[config.mk]
export PLATFORM = sky130hd
export DESIGN_NAME = fmrr_cell
export DESIGN_NICKNAME = d
export VERILOG_FILES = /design/src/rtl/core/field_mill_roll_rotation_defines.svh /design/src/rtl/core/fmrr_pkg.sv /design/src/rtl/core/fmrr_cell.sv
export SDC_FILE = /design/constraint.sdc
export NUM_CORES = 1
export LEC_CHECK = 0
export BUFFER_PORTS_ARGS = -buffer_cell sky130_fd_sc_hd__buf_4
export CAP_MARGIN = 20
export CELL_PAD_IN_SITES_DETAIL_PLACEMENT = 1
export CELL_PAD_IN_SITES_GLOBAL_PLACEMENT = 1
export CORE_AREA = 4 4 252 254
export CTS_BUF_LIST = sky130_fd_sc_hd__clkbuf_8
export CTS_CLUSTER_SIZE = 25
export DETAILED_ROUTE_END_ITERATION = 12
export DIE_AREA = 0 0 256 258
export PLACE_DENSITY_LB_ADDON = 0.08
export SYNTH_ARGS = -nofsm -noshare
export SYNTH_HDL_FRONTEND = slang
export SYNTH_SLANG_ARGS = --single-unit
export TNS_END_PERCENT = 50
[constraint.sdc]
create_clock -name clk_i -period 23.1 [get_ports clk_i]
set_input_delay 3.465 -clock clk_i [delete_from_list [all_inputs] [get_ports clk_i]]
set_output_delay 3.465 -clock clk_i [all_outputs]
set_load 0.01 [all_outputs]
[src/rtl/core/field_mill_roll_rotation_defines.svh]
// ----------------------------------------------------------------------------
// Assertion macros for the field mill roll rotation block.
// These expand to concurrent assertions in simulation and to nothing in synthesis.
// ----------------------------------------------------------------------------
`ifndef FIELD_MILL_ROLL_ROTATION_DEFINES_SVH
`define FIELD_MILL_ROLL_ROTATION_DEFINES_SVH
`ifndef SYNTHESIS
// Checked only while the reset is released.
`define FMRR_ASSERT(lbl, prop, msg) \
  lbl: assert property (@(posedge clk_i) disable iff (!rst_ni) prop) else $error(msg);
// Checked at every edge, including during reset.
`define FMRR_ASSERT_NORST(lbl, prop, msg) \
  lbl: assert property (@(posedge clk_i) prop) else $error(msg);
`else
`define FMRR_ASSERT(lbl, prop, msg)
`define FMRR_ASSERT_NORST(lbl, prop, msg)
`endif
`endif

[src/rtl/core/fmrr_pkg.sv]
// ----------------------------------------------------------------------------
// fmrr_pkg
// Types, register codes and constant tables of the roll rotation block.
// ----------------------------------------------------------------------------
`default_nettype none

package fmrr_pkg;

  // Configuration registers.
  localparam int unsigned NUM_REGS  = 8;
  localparam int unsigned REG_IDX_W = 4;
  localparam int unsigned REG_SEL_W = 3;

  localparam int unsigned REG_RATIO_FIELD_Y = 0;
  localparam int unsigned REG_GAIN_FIELD_Y  = 1;
  localparam int unsigned REG_RATIO_FIELD_Z = 2;
  localparam int unsigned REG_GAIN_FIELD_Z  = 3;
  localparam int unsigned REG_RATIO_AUX_Y   = 4;
  localparam int unsigned REG_GAIN_AUX_Y    = 5;
  localparam int unsigned REG_RATIO_AUX_Z   = 6;
  localparam int unsigned REG_GAIN_AUX_Z    = 7;

  localparam logic [15:0] CFG_RESET [NUM_REGS] = '{
    16'd7905, 16'd1188, 16'd3031, 16'd1188, 16'd4260, 16'd2294, 16'd3940, 16'd2294
  };

  typedef logic [NUM_REGS-1:0][15:0] fmrr_cfg_t;

  // Word widths.
  localparam int unsigned IN_W   = 336;
  localparam int unsigned OUT_W  = 192;
  localparam int unsigned TERM_W = 40;
  localparam int unsigned CS_W   = 20;
  localparam int unsigned ANG_W  = 34;

  // Pair terms: field y, field z, aux y, aux z. The first reading of each pair
  // is weighted against the second.
  localparam int unsigned NUM_PAIRS = 4;
  localparam int unsigned PAIR_A_LSB [NUM_PAIRS] = '{144, 80, 272, 208};
  localparam int unsigned PAIR_B_LSB [NUM_PAIRS] = '{176, 112, 304, 240};

  // Angle conversion: 2^32 = 36000 * TURN_Q + TURN_R.
  localparam logic [16:0] ANGLE_HALF    = 17'd18000;
  localparam logic [16:0] ANGLE_FULL    = 17'd36000;
  localparam logic [16:0] ANGLE_QUARTER = 17'd9000;
  localparam logic [16:0] TURN_Q        = 17'd119304;
  localparam logic [14:0] TURN_R        = 15'd23296;
  localparam logic [24:0] RECIP_M       = 25'd30541989;

  localparam logic [ANG_W-1:0] CORDIC_X0 = 34'd652032874;

  localparam logic [31:0] ATAN_TAB [32] = '{
    32'h20000000, 32'h12E4051E, 32'h09FB385B, 32'h051111D4, 32'h028B0D43, 32'h0145D7E1,
    32'h00A2F61E, 32'h00517C55, 32'h0028BE53, 32'h00145F2F, 32'h000A2F98, 32'h000517CC,
    32'h00028BE6, 32'h000145F3, 32'h0000A2FA, 32'h0000517D, 32'h000028BE, 32'h0000145F,
    32'h00000A30, 32'h00000518, 32'h0000028C, 32'h00000146, 32'h000000A3, 32'h00000051,
    32'h00000029, 32'h00000014, 32'h0000000A, 32'h00000005, 32'h00000003, 32'h00000001,
    32'h00000001, 32'h00000000
  };

  // Data that rides along the rotator chain.
  typedef struct packed {
    logic                              neg;
    logic [31:0]                       vel_y;
    logic [31:0]                       vel_z;
    logic [NUM_PAIRS-1:0][TERM_W-1:0]  term;
  } fmrr_carry_t;

  // One word between rotator cells.
  typedef struct packed {
    logic [ANG_W-1:0] x;
    logic [ANG_W-1:0] y;
    logic [ANG_W-1:0] z;
    fmrr_carry_t      pl;
  } fmrr_cord_t;

endpackage

`default_nettype wire

[src/rtl/core/fmrr_cell.sv]
// ----------------------------------------------------------------------------
// fmrr_cell
// One rotation-mode CORDIC iteration with its own pipeline register.
// ----------------------------------------------------------------------------
`default_nettype none

module fmrr_cell
  import fmrr_pkg::*;
#(
  parameter int unsigned Idx = 0
) (
  input  logic       clk_i,
  input  logic       rst_ni,
  input  logic       in_valid_i,
  input  fmrr_cord_t in_i,
  output logic       hold_o,
  output logic       valid_o,
  output fmrr_cord_t out_o,
  input  logic       hold_i
);

  localparam logic [ANG_W-1:0] Atan = {2'b00, ATAN_TAB[Idx % 32]};

  logic       valid_q;
  fmrr_cord_t nxt;
  logic signed [ANG_W-1:0] xs, ys;
  logic       dir_pos;

  assign hold_o = valid_q & hold_i;

  // Rotate towards zero residual angle.
  always_comb begin
    xs      = $signed(in_i.x) >>> Idx;
    ys      = $signed(in_i.y) >>> Idx;
    dir_pos = ~in_i.z[ANG_W-1];
    nxt.pl  = in_i.pl;
    if (dir_pos) begin
      nxt.x = in_i.x - ys;
      nxt.y = in_i.y + xs;
      nxt.z = in_i.z - Atan;
    end else begin
      nxt.x = in_i.x + ys;
      nxt.y = in_i.y - xs;
      nxt.z = in_i.z + Atan;
    end
  end

  always_ff @(posedge clk_i or negedge rst_ni) begin
    if (!rst_ni) begin
      valid_q <= 1'b0;
    end else if (!hold_o) begin
      valid_q <= in_valid_i;
    end
  end

  always_ff @(posedge clk_i) begin
    if (!hold_o) begin
      out_o <= nxt;
    end
  end

  assign valid_o = valid_q;

endmodule

`default_nettype wire

# --- Word level (Yosys, flattened, before mapping) ---
# Cells that the tools add are included.
op_classes:
  mul: 0
  bitwise_logic: 1
  n_mux: 1
  reduce_logical: 0
  div_mod_pow: 0
  magnitude_cmp: 0
  n_eq_ne: 0
  n_addsub: 5
  shift: 0
ops:
  columns: ["op", "n"]
  rows:
  - ["$mux 102", 1]
  - ["$sub 34x34->34", 2]
  - ["$add 34x30->34 const B", 1]
  - ["$add 34x34->34", 1]
  - ["$sub 34x30->34 const B", 1]
  - ["$and 1x1->1", 1]
word_totals:
  latch_bits: 0
  ram_bits: 0
  out_inout_bits: 329
  memories: 0
  wordCells: 18
  reg_bits: 328
  mem_bits_ro: 0
  in_bits: 331

# --- Depth between registers and ports, before layout ---
# Gate-level depths: netlist of run 1.
depth:
  word_depth: 2
  ltp_mapped: 12
  mapped_depth_nobuf: 12

# --- Least setup slack after synthesis of run 1 ---
# Ideal clock, no wire load.
synth_timing:
  path_type: "input port to output port"
  from: "input port hold_i"
  to: "output port hold_o"
  n_path_buf: 0
  required_ns: 19.635
  slack_ns: 8.514
  cell_stages: 2
  t_arrival_ns: 11.121
  path_cell_list: "nand2_1 inv_1"
synth_via:
  elab_chain_cells: 1
synth_rtl:
  columns: ["element", "line", "source"]
  rows:
  - ["from (decl)", "fmrr_cell.sv:19", "input logic hold_i"]
  - ["$and 1x1->1", "fmrr_cell.sv:29", "assign hold_o = valid_q & hold_i;"]
  - ["to (decl)", "fmrr_cell.sv:16", "output logic hold_o,"]
# No other way between the ends.

# --- Worst setup path in the final report of run 1 ---
# Ends and elaborated chain as after synthesis.

==> run metrics, run 1 <==
register bit total from synthesis=327; FILL cells=6691; CP max FO=50; Synth Flop Type=edfxtp_1; setup repair bufs after CTS=0; Comb power frac=23.2%; DRC violation count after routing=0; GR Overflow Total=0; Rows=91; nets=2344; # IOs=660; Buffers on Ports=659; switching portion of total power=30.8%; Clock Tree Root=clkbuf_8; vias per inst=4.77; status=complete, no violations; clock share of power=31.9%; register-to-register setup slack=19830 ps; Worst Setup SP=hold_i; Post-DP HPWL=66.7 mm; Final Wtd Congestion=0.949; CTS tree=done; Hold Path Origin=valid_o$_DFFE_PN0N_; Hold-fix buffers, CTS=0; vias in the first global route=13.6k; layout cell share with drive strength beyond 1=39.7%; FF-to-FF path depth=3; max cap viols=0; GRT Util Overall=23.3%; critical path type=input pin to primary output; r2r endpoint=out_o[279]$_DFFE_PN_; Sinks on Clock Net=327; Flop pwr share=44.8%; first-pass GRT wire length=110 mm; Yosys top cell by area=edfxtp_1; final setup vio count=0; Slew Limit Fails=0; Seq/Total Area, Yosys=61.7%; RSZ-0062 raised after global routing=false; share of the synthesized area in the top cell type=61.5%; core outline area=0.0613 sq mm; relative slew slack=31.8%; drt total wl=81.0 mm; largest cells by area after synthesis=edfxtp_1, ha_1, a21oi_1; ys async rst share=0.306%; Post-synth top cells=edfxtp_1, a21oi_1, ha_1, inv_1, nor2_1; fmax=127 MHz; Internal Power=1.15 mW; Tmin final=7860 ps; Crit. End Element=primary output; hold depth=1; Final period util=34.0%; post-route ant nets=0; total power=1.67 mW; Net Count, Synth=1661; launching point of the worst reg2reg path=valid_o$_DFFE_PN0N_; HP Class=flip-flop to flip-flop; Fin Setup TNS=0 ps; effective utilization at floorplan=26.0%; Mean Syn Cell Area=13.0 sq um; count of unique library cells instantiated by Yosys=86; synthesized area=0.0159 sq mm; Post-synth EDFFs=326; die height=258 um; Syn Inst Count=1224; worst slew pin tran=1020 ps; worst-case clock buffer depth=3; WHS Endpoint=out_o[108]$_DFFE_PN_; largest net degree at the start of global routing=85; via count=13.1k; # resized after CTS=0; initial drt markers=894; startpoint types=input pin; Clock transition at path regs=60 ps; Area Growth Syn to Fin=43.0%; Sw Pwr=0.514 mW; Worst EP arrival=4400 ps; Die W=256 um; count leader, synth=edfxtp_1; Power Density=73.4 mW/mm^2; VDD IR max=0.0369 mV; wire per inst=29.4 um; warning count from the yosys run=0; Die Area=0.0660 sq mm; CTS Buf Count=59; Worst Clk Skew=37.3 ps; # H-tree levels=2; worst skew pair latency=680 ps; Fin. Hold Viols=0; static leakage=9.90 nW; WP data required=19640 ps; initial antenna violation count=20; drt pass-1 iters=5
==> kinds of logic (layout without fill, tap and decap cells) <==
logic type,count (synthesis),after routing,synth area share (%)
mux,14,14,0.881
buf+inv,153,884,4.42
flops,327,327,61.7
simple gates,209,209,6.40
other cells,0,6,0
compound gates,350,350,14.5
fa+ha+maj,106,106,8.53
xor+xnor,65,65,3.58
==> layout make-up <==
cell class / instances / area [sq um] / share of cell area (%)
Clock inverter: 50 / 297 / 1.30
Sequential cell: 327 / 9810 / 43.2
Tap cell: 790 / 988 / 4.35
Antenna cell: 6 / 15.0 / 0.0660
Clock buffer: 59 / 812 / 3.57
Timing Repair Buffer: 665 / 4990 / 22.0
Inverter: 110 / 427 / 1.88
Multi-Input combinational cell: 744 / 5400 / 23.7
==> state kept, by name, summed over array words and instances (netlist names) <==
signal,flops
out_o,326
valid_o,1
==> placed cells by master (no fill, tap or decap), drive strengths merged, types with 15 or more instances in the layout <==
cell and instances:
buf 665, edfxtp 326, inv 127, a21oi 126, ha 102, nor2 76
o21ai 75, clkbuf 59, xnor2 48, nand2 46, clkinv 29, a21o 26
nor3 19, o21bai 18, a211oi 18, xor2 17, o211ai 15
==> worst max path at each step <==
stage              to  slack, ps
6_report       hold_o      15240
5_1_grt        hold_o      15130
4_1_cts        hold_o      15180
3_5_place_dp   hold_o      15180
3_3_place_gp   hold_o      15160
2_1_floorplan  hold_o       8510
==> metrics by stage <==
| stage | instance area [sq um] | cells | setup WS [ps] | hold WS [ps] | utilization, % |
|---|---|---|---|---|---|
| finish | 22700 | 2751 | 15240 | 1440 | 37.1 |
| global route | 22700 | 2747 | 15130 | 1540 | 37.1 |
| detailed placement | 21600 | 2636 | 15180 | 1490 | 35.3 |
| global placement | 21600 | 2636 | 15160 | 1490 | 35.3 |
| floorplan | 15900 | 1224 | 8510 | 3170 | - |
| CTS | 22700 | 2745 | 15180 | 1490 | 37.1 |
==> power groups by stage <==
stage	clock network (mW)	registers (mW)	logic, mW
after global placement	0	0.759	0.391
after floorplan	0	0.797	0.144
after global routing	0.582	0.754	0.415
final	0.533	0.748	0.387
after CTS	0.556	0.749	0.395
after detailed placement	0	0.760	0.393
==> critical path, cell delays in order <==
cell	delay [ps]
buf_4	120
nand2_4	480
inv_1	110
buf_4	180
==> routing by layer <==
layer  share of wire [%]  global-route usage (%)  up-vias
li1                    -                       -     5911
met1                  42                    29.3     6662
met2                  50                    40.7      450
met3                 6.2                    6.29       92
met4                 1.6                    4.39       18
met5                0.16                       0        -
Power figures use the tool's default switching activity.
==> run 2, diff against run 1 <==
--- a/config.mk
+++ b/config.mk
@@ -9,11 +9,11 @@
 export CAP_MARGIN = 20
 export CELL_PAD_IN_SITES_DETAIL_PLACEMENT = 1
 export CELL_PAD_IN_SITES_GLOBAL_PLACEMENT = 1
-export CORE_AREA = 4 4 252 254
+export CORE_AREA = 4 4 254 256
 export CTS_BUF_LIST = sky130_fd_sc_hd__clkbuf_8
 export CTS_CLUSTER_SIZE = 25
 export DETAILED_ROUTE_END_ITERATION = 12
-export DIE_AREA = 0 0 256 258
+export DIE_AREA = 0 0 258 260
 export PLACE_DENSITY_LB_ADDON = 0.08
 export SYNTH_ARGS = -nofsm -noshare
 export SYNTH_HDL_FRONTEND = slang
==> constraint.sdc (replaced) <==
create_clock -name clk_i -period 7.8 [get_ports clk_i]
set_input_delay 1.17 -clock clk_i [delete_from_list [all_inputs] [get_ports clk_i]]
set_output_delay 1.17 -clock clk_i [all_outputs]
set_load 0.01 [all_outputs]
==> run metrics, run 2 (same netlist as run 1, synthesis figures left out) <==
WHS=268 ps; drt pass-1 iters=5; Die W=258 um; setup repair bufs after CTS=0; Rows=92; Fin. Hold Viols=0; vias in the first global route=13.4k; worst setup margin=4010 ps; Worst EP arrival=4260 ps; VDD IR max=0.111 mV; Clock transition at path regs=50 ps; worst path cell trace=buf_4 > inv_1 > ha_1 > nor3_1 > nand2_1 > a21oi_1 > nor3_1 > o21ai_1 > nand2_1 > o221ai_1 > a21oi_1 > xnor2_1; Post-DP HPWL=64.9 mm; CTS tree=done; commonest non-fill, non-tap cell in the layout=buf_4; RSZ-0062 raised after global routing=false; fmax=264 MHz; wire per inst=28.5 um; critical path type=input pin to flip-flop; CTS Buf Count=60; startpoint types=input pin; Final period util=48.6%; Buffers on Ports=659; HP Class=input pin to asynchronous set/reset pin; status=complete, no violations; # IOs=660; critical path depth=12; vias per inst=4.69; relative slew slack=29.9%; via count=13.2k; Area Growth Syn to Fin=43.6%; Sinks on Clock Net=327; DRC violation count after routing=0; WP data required=8270 ps; r2r endpoint=out_o[257]$_DFFE_PN_; worst-case clock buffer depth=3; Slew Limit Fails=0; die height=260 um; Final Wtd Congestion=0.891; Top reg by flops=out_o; final setup vio count=0; post-route insts no fill=2811; Hold-fix buffers, CTS=0; Power Density=217 mW/mm^2; initial drt markers=1035; layout cell share with drive strength beyond 1=39.7%; most frequent cells in the layout=buf_4, edfxtp_1, inv_1; Final Util=36.5%; Worst Clk Skew=23.7 ps; initial antenna violation count=21; Crit path max-delay family=compound AO/OA/AOI/OAI gates; Place WS=3370 ps; Tmin final=3790 ps; drt total wl=80.1 mm; max cap viols=0; register-to-register setup slack=5110 ps; effective utilization at floorplan=25.5%; # resized after CTS=0; Crit. End Element=flip-flop; FILL cells=6875; # H-tree levels=2; worst skew pair latency=690 ps; GRT Util Overall=22.5%; Largest stage delay, worst path=460 ps; nets=2346; CP endpoint=out_o[322]$_DFFE_PN_; GR Overflow Total=0; Fin Setup TNS=0 ps; critical-path cell with the highest stage delay=a21oi_1; largest net degree at the start of global routing=78; CP bufs+invs=2; # placed instances=2693; launching point of the worst reg2reg path=valid_o$_DFFE_PN0N_; Die Area=0.0671 sq mm; Clock Tree Root=clkbuf_8; CP max FO=12; core outline area=0.0625 sq mm; worst slew pin tran=1050 ps; first-pass GRT wire length=108 mm; post-route ant nets=0; static leakage=9.94 nW; max reg flops=326; FF-to-FF path depth=3; Worst Setup SP=in_i[265]
run 2: cell types whose count changed in the layout (fill, tap and decap cells not counted), sizes merged:
| cell | previous run | this run |
|---|---|---|
| clkinvlp | 2 | 0 |
| inv | 127 | 132 |
| clkbuf | 59 | 60 |
| buf | 665 | 666 |
| diode | 6 | 5 |
run 2: layer usage:
layer / part of all wire (%) / track usage, %
met1: 43 / 30.4
met2: 48 / 37.1
met3: 7.4 / 5.75
met4: 1.5 / 3.90
met5: 0.16 / 0
run 2: power by group:
part | switching [mW] | leakage (nW) | internal [mW]
clock network | 0.801 | 0.659 | 0.792
logic | 0.667 | 5.99 | 0.489
registers | 0.0657 | 3.29 | 2.15
total | 1.53 | 9.94 | 3.43
run 2: stage by stage:
stage / total power [mW] / cell area (sq um)
2_1_floorplan: 2.77 / 15900
3_3_place_gp: 3.41 / 21700
3_5_place_dp: 3.41 / 21700
4_1_cts: 5.06 / 22800
5_1_grt: 5.21 / 22800
6_report: 4.97 / 22800
run 2: area by class of cell:
type	count	area, sq um	area share [%]
repair buffers	666	5000	21.9
well taps	846	1060	4.63
flip-flops and latches	327	9810	43.0
clock inverters	53	298	1.30
clock buffers	60	826	3.62
multi-input cells	744	5410	23.7
diodes	5	12.5	0.0548
inverters	110	427	1.87
run 2: worst min-delay path by stage:
stage,end,startpoint,cells after the start
global placement,valid_o$_DFFE_PN0N_,rst_ni,1
CTS,valid_o$_DFFE_PN0N_,rst_ni,1
finish,valid_o$_DFFE_PN0N_,rst_ni,1
detailed placement,valid_o$_DFFE_PN0N_,rst_ni,1
global route,valid_o$_DFFE_PN0N_,rst_ni,1
floorplan,valid_o$_DFFE_PN0N_,rst_ni,0
